## config.mk

```make
export PLATFORM = sky130hd
export DESIGN_NAME = nearest_target_heading_top
export DESIGN_NICKNAME = d
export VERILOG_FILES = /design/src/rtl/nth_pkg.sv /design/src/rtl/nth_cordic.sv /design/src/rtl/nearest_target_heading_top.sv
export SDC_FILE = /design/constraint.sdc
export NUM_CORES = 2
export LEC_CHECK = 0
export ABC_AREA = 1
export BUFFER_PORTS_ARGS = -buffer_cell sky130_fd_sc_hd__buf_2
export CAP_MARGIN = 25
export CORE_ASPECT_RATIO = 0.75
export CORE_UTILIZATION = 42
export DETAILED_ROUTE_END_ITERATION = 10
export GPL_TIMING_DRIVEN = 1
export SLEW_MARGIN = 20
export SYNTH_ARGS = -nofsm -noshare
export SYNTH_HDL_FRONTEND = slang
export SYNTH_SLANG_ARGS = --single-unit
```

## constraint.sdc

```tcl
create_clock -name i_clk -period 11.5 [get_ports i_clk]
set_input_delay 1.15 -clock i_clk [delete_from_list [all_inputs] [get_ports i_clk]]
set_output_delay 1.15 -clock i_clk [all_outputs]
set_load 0.01 [all_outputs]
```

## src/rtl/nth_pkg.sv

```systemverilog
`default_nettype none
package nth_pkg;

    localparam int Q_BITS       = 30;
    localparam int GUARD        = 30;
    localparam int CORDIC_STEPS = 31;
    localparam int STEP_W       = 5;
    localparam int ZW           = 33;
    localparam int HEAD_W       = 17;

    localparam longint PI_Q30      = 64'd3373259426;
    localparam longint HALF_PI_Q30 = 64'd1686629713;

    // atan(2^-i) in Q30; past the table the value is 2^(30-i)
    function automatic logic signed [ZW-1:0] atan_step(input logic [STEP_W-1:0] idx);
        logic signed [ZW-1:0] v;
        case (idx)
            5'd0:    v = 33'sd843314857;
            5'd1:    v = 33'sd497837829;
            5'd2:    v = 33'sd263043837;
            5'd3:    v = 33'sd133525159;
            5'd4:    v = 33'sd67021687;
            5'd5:    v = 33'sd33543516;
            5'd6:    v = 33'sd16775851;
            5'd7:    v = 33'sd8388437;
            5'd8:    v = 33'sd4194283;
            5'd9:    v = 33'sd2097149;
            default: v = ZW'(longint'(1) << (Q_BITS - int'(idx)));
        endcase
        return v;
    endfunction

endpackage
`default_nettype wire

```

## src/rtl/nth_cordic.sv

```systemverilog
`default_nettype none
module nth_cordic
    import nth_pkg::*;
#(
    parameter int COORD_BITS      = 12,
    parameter int ANGLE_FRAC_BITS = 13
) (
    input  wire logic                  i_clk,
    input  wire logic                  i_rst_n,
    input  wire logic                  i_start,
    input  wire logic [COORD_BITS-1:0] i_ax,
    input  wire logic [COORD_BITS-1:0] i_ay,
    output logic                       o_done,
    output logic signed [ZW-1:0]       o_theta
);

    localparam int XW = COORD_BITS + GUARD + 3;
    localparam int FS = Q_BITS - ANGLE_FRAC_BITS;
    localparam logic signed [ZW-1:0] HALF_PI_Z = ZW'(HALF_PI_Q30);
    localparam logic signed [ZW-1:0] RND_HALF  = ZW'(longint'(1) << (FS - 1));

    typedef enum logic [2:0] {
        C_IDLE = 3'b001,
        C_RUN  = 3'b010,
        C_RND  = 3'b100
    } t_cstate;

    t_cstate                 r_state, n_state;
    logic signed [XW-1:0]    r_x, r_y;
    logic signed [ZW-1:0]    r_z;
    logic [STEP_W-1:0]       r_i;
    logic signed [ZW-1:0]    r_theta;
    logic                    r_done;

    logic signed [XW-1:0]    w_xs, w_ys;
    logic signed [ZW-1:0]    w_zc;

    assign w_xs = r_x >>> r_i;
    assign w_ys = r_y >>> r_i;

    always_comb begin
        if (r_z < 0) begin
            w_zc = '0;
        end else if (r_z > HALF_PI_Z) begin
            w_zc = HALF_PI_Z;
        end else begin
            w_zc = r_z;
        end
    end

    always_comb begin
        n_state = r_state;
        unique case (r_state)
            C_IDLE:  if (i_start) n_state = (i_ay == '0 || i_ax == '0) ? C_RND : C_RUN;
            C_RUN:   if (r_i == STEP_W'(CORDIC_STEPS - 1)) n_state = C_RND;
            C_RND:   n_state = C_IDLE;
            default: n_state = C_IDLE;
        endcase
    end

    always_ff @(posedge i_clk) begin
        if (!i_rst_n) begin
            r_state <= C_IDLE;
            r_done  <= 1'b0;
        end else begin
            r_state <= n_state;
            r_done  <= (r_state == C_RND);
        end
    end

    always_ff @(posedge i_clk) begin
        unique case (r_state)
            C_IDLE: begin
                if (i_start) begin
                    r_x <= XW'({3'b000, i_ax, {GUARD{1'b0}}});
                    r_y <= XW'({3'b000, i_ay, {GUARD{1'b0}}});
                    r_i <= '0;
                    if (i_ay == '0) begin
                        r_z <= '0;
                    end else if (i_ax == '0) begin
                        r_z <= HALF_PI_Z;
                    end else begin
                        r_z <= '0;
                    end
                end
            end
            C_RUN: begin
                if (!r_y[XW-1]) begin
                    r_x <= r_x + w_ys;
                    r_y <= r_y - w_xs;
                    r_z <= r_z + atan_step(r_i);
                end else begin
                    r_x <= r_x - w_ys;
                    r_y <= r_y + w_xs;
                    r_z <= r_z - atan_step(r_i);
                end
                r_i <= r_i + 1'b1;
            end
            C_RND: begin
                r_theta <= (w_zc + RND_HALF) >>> FS;
            end
            default: ;
        endcase
    end

    assign o_done  = r_done;
    assign o_theta = r_theta;

endmodule
`default_nettype wire

```

## src/rtl/nearest_target_heading_top.sv

```systemverilog
`default_nettype none
// Nearest-target heading. Streams neighbour positions with the agent position
// and keeps the neighbour at the smallest squared distance (earliest wins a
// tie). On the item flagged last_nbr it returns the heading toward that
// neighbour in radians scaled by 2^ANGLE_FRAC_BITS, screen y pointing down,
// plus the neighbour position; a target on the agent gives heading 0 and the
// coincident flag. Each neighbour goes through transfer, two passes of the
// shared squaring multiplier and compare. The last neighbour then goes
// through setup, start, 31 iterations of the shared CORDIC add/shift unit,
// rounding, handoff and the output load before the next transfer. A target
// on an axis skips the iterations; a target on the agent skips the CORDIC
// unit. A finished result sits in the output register, and the block takes
// the next run while it waits; a second result stalls the input until the
// first transfer.
module nearest_target_heading_top
    import nth_pkg::*;
#(
    parameter int COORD_BITS      = 12,
    parameter int ANGLE_FRAC_BITS = 13
) (
    input  wire logic                    i_clk,
    input  wire logic                    i_rst_n,
    input  wire logic                    i_valid,
    output logic                         o_ready,
    input  wire logic [COORD_BITS-1:0]   i_self_x,
    input  wire logic [COORD_BITS-1:0]   i_self_y,
    input  wire logic [COORD_BITS-1:0]   i_nbr_x,
    input  wire logic [COORD_BITS-1:0]   i_nbr_y,
    input  wire logic                    i_last_nbr,
    output logic                         o_valid,
    input  wire logic                    i_ready,
    output logic signed [HEAD_W-1:0]     o_heading,
    output logic [COORD_BITS-1:0]        o_target_x,
    output logic [COORD_BITS-1:0]        o_target_y,
    output logic                         o_coincident
);

    localparam int DW = 2 * COORD_BITS + 1;
    localparam int FS = Q_BITS - ANGLE_FRAC_BITS;
    localparam logic signed [ZW:0] PI_RND =
        (ZW + 1)'((PI_Q30 + (longint'(1) << (FS - 1))) >> FS);

    typedef enum logic [7:0] {
        S_IDLE  = 8'b0000_0001,
        S_SQX   = 8'b0000_0010,
        S_SQY   = 8'b0000_0100,
        S_CMP   = 8'b0000_1000,
        S_PREP  = 8'b0001_0000,
        S_START = 8'b0010_0000,
        S_ANG   = 8'b0100_0000,
        S_OUT   = 8'b1000_0000
    } t_state;

    t_state                  r_state, n_state;
    logic [COORD_BITS-1:0]   r_sx, r_sy, r_nx, r_ny;
    logic                    r_last;
    logic [COORD_BITS-1:0]   r_dx, r_dy;
    logic [DW-1:0]           r_acc;
    logic [COORD_BITS-1:0]   r_best_x, r_best_y;
    logic [DW-1:0]           r_best_d;
    logic                    r_have;
    logic                    r_up, r_right, r_left, r_coinc;
    logic                    r_out_valid;
    logic signed [HEAD_W-1:0] r_out_head;
    logic [COORD_BITS-1:0]   r_out_x, r_out_y;
    logic                    r_out_coinc;

    logic                    w_accept, w_out_load, w_start, w_cdone;
    logic [COORD_BITS-1:0]   w_op;
    logic [2*COORD_BITS-1:0] w_prod;
    logic signed [ZW-1:0]    w_theta;
    logic signed [ZW:0]      w_th, w_head;

    function automatic logic [COORD_BITS-1:0] absdiff(input logic [COORD_BITS-1:0] a,
                                                      input logic [COORD_BITS-1:0] b);
        return (a > b) ? a - b : b - a;
    endfunction

    assign o_ready    = (r_state == S_IDLE);
    assign w_accept   = i_valid && o_ready;
    assign w_out_load = (r_state == S_OUT) && (!r_out_valid || i_ready);
    assign w_start    = (r_state == S_START) && !r_coinc;

    assign w_op   = (r_state == S_SQX) ? r_dx : r_dy;
    assign w_prod = w_op * w_op;

    nth_cordic #(
        .COORD_BITS      (COORD_BITS),
        .ANGLE_FRAC_BITS (ANGLE_FRAC_BITS)
    ) u_cordic (
        .i_clk   (i_clk),
        .i_rst_n (i_rst_n),
        .i_start (w_start),
        .i_ax    (r_dx),
        .i_ay    (r_dy),
        .o_done  (w_cdone),
        .o_theta (w_theta)
    );

    assign w_th = {w_theta[ZW-1], w_theta};

    always_comb begin
        if (r_up) begin
            w_head = r_right ? w_th : PI_RND - w_th;
        end else begin
            w_head = r_left ? PI_RND + w_th : -w_th;
        end
    end

    always_comb begin
        n_state = r_state;
        unique case (r_state)
            S_IDLE:  if (w_accept) n_state = S_SQX;
            S_SQX:   n_state = S_SQY;
            S_SQY:   n_state = S_CMP;
            S_CMP:   n_state = r_last ? S_PREP : S_IDLE;
            S_PREP:  n_state = S_START;
            S_START: n_state = r_coinc ? S_OUT : S_ANG;
            S_ANG:   if (w_cdone) n_state = S_OUT;
            S_OUT:   if (w_out_load) n_state = S_IDLE;
            default: n_state = S_IDLE;
        endcase
    end

    always_ff @(posedge i_clk) begin
        if (!i_rst_n) begin
            r_state     <= S_IDLE;
            r_have      <= 1'b0;
            r_best_x    <= '0;
            r_best_y    <= '0;
            r_best_d    <= '0;
            r_out_valid <= 1'b0;
        end else begin
            r_state <= n_state;
            if (r_state == S_CMP && (!r_have || r_acc < r_best_d)) begin
                r_best_x <= r_nx;
                r_best_y <= r_ny;
                r_best_d <= r_acc;
                r_have   <= 1'b1;
            end else if (w_out_load) begin
                r_best_x <= '0;
                r_best_y <= '0;
                r_best_d <= '0;
                r_have   <= 1'b0;
            end
            if (w_out_load) begin
                r_out_valid <= 1'b1;
            end else if (i_ready) begin
                r_out_valid <= 1'b0;
            end
        end
    end

    always_ff @(posedge i_clk) begin
        if (w_accept) begin
            r_sx   <= i_self_x;
            r_sy   <= i_self_y;
            r_nx   <= i_nbr_x;
            r_ny   <= i_nbr_y;
            r_last <= i_last_nbr;
            r_dx   <= absdiff(i_nbr_x, i_self_x);
            r_dy   <= absdiff(i_nbr_y, i_self_y);
        end
        if (r_state == S_SQX) begin
            r_acc <= DW'(w_prod);
        end
        if (r_state == S_SQY) begin
            r_acc <= r_acc + DW'(w_prod);
        end
        if (r_state == S_PREP) begin
            r_dx    <= absdiff(r_best_x, r_sx);
            r_dy    <= absdiff(r_best_y, r_sy);
            r_up    <= (r_best_y < r_sy);
            r_right <= (r_sx < r_best_x);
            r_left  <= (r_sx > r_best_x);
            r_coinc <= (r_best_x == r_sx) && (r_best_y == r_sy);
        end
        if (w_out_load) begin
            r_out_head  <= r_coinc ? '0 : w_head[HEAD_W-1:0];
            r_out_x     <= r_best_x;
            r_out_y     <= r_best_y;
            r_out_coinc <= r_coinc;
        end
    end

    assign o_valid      = r_out_valid;
    assign o_heading    = r_out_head;
    assign o_target_x   = r_out_x;
    assign o_target_y   = r_out_y;
    assign o_coincident = r_out_coinc;

    a_accept_busy: assert property (@(posedge i_clk) disable iff (!i_rst_n)
        w_accept |=> !o_ready)
        else $error("ready high right after input transfer");

    a_done_in_ang: assert property (@(posedge i_clk) disable iff (!i_rst_n)
        w_cdone |-> (r_state == S_ANG))
        else $error("angle unit finished outside angle wait");

    a_coinc_zero: assert property (@(posedge i_clk) disable iff (!i_rst_n)
        (o_valid && o_coincident) |-> (o_heading == '0))
        else $error("coincident result with nonzero heading");

    a_clear_best: assert property (@(posedge i_clk) disable iff (!i_rst_n)
        w_out_load |=> !r_have)
        else $error("best neighbour not cleared after result");

    a_out_hold: assert property (@(posedge i_clk) disable iff (!i_rst_n)
        (r_state == S_OUT && o_valid && !i_ready) |=> (r_state == S_OUT))
        else $error("result overwritten while output pending");

endmodule
`default_nettype wire

```

After elaboration in Yosys (flattened, before gate mapping)
Cells that the tools add are included.

Bits in latches: 0. Memories kept: 0. ROM bits: 0. Output and inout port bits: 44. Register bits after elaboration: 351. Bits in writable memories: 0. Word-level logic and storage cells: 167.

Shift-type cells: 3. Multiplexer cells: 53. Order comparisons: 10. Reduce and logical (&&, ||, !) cells: 22. Add/subtract/negate cells: 21. $mul: 1. Equality and inequality tests: 28. Div/mod/pow operators: 0. Bitwise gates (word level): 0.

Operators by type and width (count): $pmux 33 s10 (1); $mux 33 (9); $mux 45 (4); $pmux 45 s2 (2); $mux 12 (12); $mux 25 (4); $sub 12x12->12 (8); $add 45x45->45 (2); $sshr 45x5->45 (2); $sub 45x45->45 (2); $pmux 33 s2 (1); $pmux 8 s8 (1); $gt 12x12->1 (5); $mux 17 (3); $add 33x18->33 const B (1); $add 33x33->33 (1); $gt 33x32->1 const B (1); $lt 33x1->1 const B (1); $shl 1x32->33 const A (1); $sub 33x33->33 (1); $mux 8 (4); $mux 31 (1); $add 25x24->25 (1); $lt 25x25->1 (1); 39 further kinds (69).

Logic depth before layout (Yosys ltp)
Depth in word-level cells: 8. Depth in mapped cells: 41.

Modules after synthesis
From an unflattened synthesis, not the netlist that was laid out.

Cells, all modules: 6565. Area total of the unflattened synthesis: 42931.2 sq um.

By module, submodules not included: nth_cordic (instances 1, sequential area each 4404.2 sq um, area an instance 23291.1 sq um, cells each 3940); nearest_target_heading_top (instances 1, sequential area each 5505.3 sq um, area an instance 19640.1 sq um, cells each 2625).

Worst setup path before layout
No wires, ideal clock.

Path type: register -> register. From: reg r_state[2]. To: reg u_cordic.r_i[0] (enable). Path slack: 0.763 ns. Required time: 10.706 ns. Stages on the path, launching flop included: 8. Buffers on the path: 0. Setup time: 0.794 ns. Arrival: 9.943 ns. Cell sequence: dfxtp_1 -> nor2_1 -> inv_1 -> nor2_1 -> nand4_1 -> nor2_1 -> inv_1 -> o21ai_0.

Longest elaborated chain between the ends: 4.

RTL lines: from (decl) (RTL line nearest_target_heading_top.sv:54) `t_state r_state, n_state;`; from (signal assigned) (RTL line nearest_target_heading_top.sv:134) `r_state <= n_state;`; $eq 8x6->1 (RTL line nearest_target_heading_top.sv:82) `assign w_start = (r_state == S_START) && !r_coinc;`; $logic_and 1x1->1 (RTL line nearest_target_heading_top.sv:82); $ne 2x1->1 (no line); $reduce_and 2->1 (no line); to (signal assigned) (RTL line nth_cordic.sv:97) `r_i <= r_i + 1'b1;`; to (decl) (RTL line nth_cordic.sv:31) `logic [STEP_W-1:0] r_i;`.

No other way between the ends. A chain may end at the register's enable or synchronous reset.

Worst setup path in the final report
From: reg r_state[5]. To: reg r_acc[22], data pin.

Longest elaborated chain between the ends: 5. Elaborated cells on any way between the ends: 7. Classes of those cells: 1 x add/sub; 1 x mul; 2 x eq/ne; 3 x mux.

RTL lines: $eq 8x2->1 (RTL line nearest_target_heading_top.sv:84) `assign w_op = (r_state == S_SQX) ? r_dx : r_dy;`; $mux 12 (RTL line nearest_target_heading_top.sv:84); $mul 12x12->24 (RTL line nearest_target_heading_top.sv:85) `assign w_prod = w_op * w_op;`; $add 25x24->25 or $mux 25 (tied branches) (RTL line nearest_target_heading_top.sv:168, nearest_target_heading_top.sv:164); $mux 25 * (RTL line nearest_target_heading_top.sv:167) `if (r_state == S_SQY) begin`; to (signal assigned) (RTL line nearest_target_heading_top.sv:165) `r_acc <= DW'(w_prod);`; to (signal assigned) (RTL line nearest_target_heading_top.sv:168) `r_acc <= r_acc + DW'(w_prod);`; to (decl) (RTL line nearest_target_heading_top.sv:58) `logic [DW-1:0] r_acc;`.

Every way passes the cells marked *; elsewhere a longest branch is shown, timed or not. The select of a mux whose other input is x is not followed.

==> impl_metrics.toml <==
[timing]
finalMaxSlewViolations = 0
finalCritPeriodShare = 0.8083
rsz0062_at_grt = "no"
worst_pin_slew_ps = 1047
fin_worst_skew_ps = 57.90
finalHoldViolations = 0
timing.fmax_mhz = 107.6
fin_tns_setup_ps = 0
slew_headroom = 0.2948
period_minus_slack_ps = 9295
setup_viol = 0

[yosys]
synthDistinctLibCells = 70
syn_area_sq_um = 40900
yosys_warnings = 0
netlist_instances = 6179
synth.avg_cell_area_sq_um = 6.619
ys_seq_area_frac = 0.2423
synth_flop_cell = "edfxtp_1"
synth_edf_count = 288
ys_ff_latch = 351
ys_async_sr_fraction = 0

[floorplanning]
die_x_um = 362.3
die_h_um = 272.3
dieArea_sq_um = 98650
row_count = 98
io_pins = 97
initial_core_util = 0.4265
coreArea_sq_um = 95890

[route]
num_vias = 42140
post_drt_wl_per_cell_um = 19.57
drt_iter0_drc = 5093
antenna_left = 0
route.detailed.drc = 0
avgViaCountPerCell = 5.616
wirelength_um = 146900
firstDrtPassIters = 6

[clocking]
clk_pin_slew_worst_paths_ps = 70
htree_levels = 2
insertion_delay_ps = 650
numCtsBuffers = 44
cts-resized-gates = 0
root_buffer = "clkbuf_16"
clockBufferDepth = 3
cts_tree = "built"
hold_buffers = 0
cts_setup_buffers = 0
cts_sinks = 351

[power]
powerDensity_nw_per_um2 = 341.8
power_mw = 15.03
peakVddDrop_v = 0.001157
p_leak_nw = 20.37

[global_route]
grt_max_degree = 91
grt_pass1_wl_um = 224500
antenna_found_initial = 7
grt_pass1_vias = 37410
grt.total_usage = 0.2906
grt-ovfl-total = 0

[worst_setup_path]
path_class = "flop to flop"
path_depth = 34
crit_path_start_kind = "flop"
critPathArrivalTime_ps = 9700
worstPathMaxFanout = 25
cpPeakStageDelay_ps = 800
path_buf_inv = 7
crit_slowest_cell = "o21ai_0"
worstRegToRegCells = 34
crit_top_cell = "inv_1"
cp.required_ps = 11910
cpLargestDelayFamily = "adder cells"
endpoint_kind = "flop"

[job]
max_cap_viol_count = 0

[worst_hold_path]
holdCritPathClass = "flop to flop"
holdPathStages = 2

[finish]
area_delta_synth_final_pct = 7.510
fin_nets = 6639
layout_common_cells = "1470 x nand2_1, 824 x inv_1, 780 x nand3_1"
drive_above_1_share = 0.05048
layout_commonest_cell = "nand2_1"
n_fill_cell = 10140

[placed_design]
hpwlAfterDp_um = 117200
gp_congestion = 0.9835
numPortBuffers = 96

[run_status]
status = "completed"
synthesized netlist by cell type (all sizes together), types with 6 or more instances:
cell | number | area share
nand2 | 1478 | 0.14
inv | 844 | 0.078
nand3 | 784 | 0.097
nor2 | 574 | 0.055
a21oi | 511 | 0.063
o21ai | 397 | 0.049
ha | 328 | 0.10
edfxtp | 288 | 0.21
xor2 | 110 | 0.024
buf | 101 | 0.014
fa | 93 | 0.046
clkbuf | 90 | 0.0083
nand4 | 76 | 0.012
dfxtp | 63 | 0.031
nor3 | 59 | 0.0077
xnor2 | 48 | 0.010
a31oi | 45 | 0.0069
o21a | 39 | 0.0072
nor4 | 29 | 0.0047
or2 | 27 | 0.0041
a21o | 25 | 0.0046
o211ai | 25 | 0.0046
o21bai | 19 | 0.0035
a221oi | 12 | 0.0026
a21boi | 11 | 0.0020
o31ai | 11 | 0.0021
clkinv | 10 | 0.00092
and2 | 9 | 0.0014
nand3b | 8 | 0.0015
o221ai | 8 | 0.0017
a211oi | 7 | 0.0013
and3 | 7 | 0.0011
mux2i | 6 | 0.0015
o2111ai | 6 | 0.0013
area by class of cell:
class                   instances  area [sq um]  area share
clock inverters                27         284.0    0.006459
clock buffers                  54          1231     0.02800
diodes                          3         7.507   0.0001707
inverters                     854          3213     0.07307
flip-flops and latches        351          9910      0.2254
multi-input cells            4784         26950      0.6129
repair buffers                130         748.2     0.01702
well taps                    1300          1627     0.03699
kinds of logic after synthesis:
| group | Yosys count | synth area share |
|---|---|---|
| simple gates | 3056 | 0.3206 |
| compound gates | 1140 | 0.1551 |
| buf+inv | 1045 | 0.1005 |
| fa+ha+maj | 421 | 0.1459 |
| flops | 351 | 0.2423 |
| xor+xnor | 158 | 0.03383 |
| mux | 7 | 0.001744 |
| other cells | 1 | 0.00009169 |
flip-flops by register name (all words and copies together), names as in the netlist, 3 cells and up:
register          cells
r_sx                 12
r_best_y             12
r_dx                 12
u_cordic.r_state      3
o_target_y           12
r_nx                 12
o_target_x           12
u_cordic.o_theta     16
r_best_x             12
u_cordic.r_x         45
r_best_d             25
r_dy                 12
u_cordic.r_i          5
u_cordic.r_z         33
u_cordic.r_y         45
r_acc                25
o_heading            17
r_sy                 12
r_state               8
r_ny                 12
final timing paths:
kind	end	slack [ps]	start
min reg2reg	r_have	480	r_have
min	r_have	480	r_have
max	r_acc[22]	2200	r_state[5]
max reg2reg	r_acc[22]	2200	r_state[5]
metal layers:
| layer | wire (um) | vias up | GRT usage |
|---|---|---|---|
| met5 | 13 | - | 0 |
| met4 | 2950 | 2 | 0.06063 |
| met3 | 14080 | 157 | 0.06076 |
| met2 | 56700 | 1727 | 0.3930 |
| met1 | 73120 | 19590 | 0.4608 |
| li1 | - | 20670 | - |
power breakdown:
part	switching, mW	internal, mW	total [mW]
registers	0.0961	1.72	1.81
clock network	0.669	0.840	1.51
logic	7.32	4.38	11.7
through the flow:
step           area [sq um]  cells  worst slack, ps  hold WS (ps)    util
2_1_floorplan         40900   6180            763.0         422.7       -
3_3_place_gp          42430   7418             2593         468.1  0.4425
3_5_place_dp          42450   7419             2296         474.3  0.4427
4_1_cts               43960   7500             2307         485.1  0.4585
5_1_grt               43970   7503             1533         501.9  0.4586
6_report              43970   7503             2205         479.0  0.4586
worst reg2reg max path: cells and delay by family (launching register included):
kind	cells	cell delay, ps
flip-flops	1	350
adder cells (fa/ha/maj)	7	2970
AO/OA/AOI/OAI	9	2510
buffers and inverters	7	1180
XOR/XNOR	1	140
AND/OR/NAND/NOR	10	1950
(Power assumes the default switching activity.)
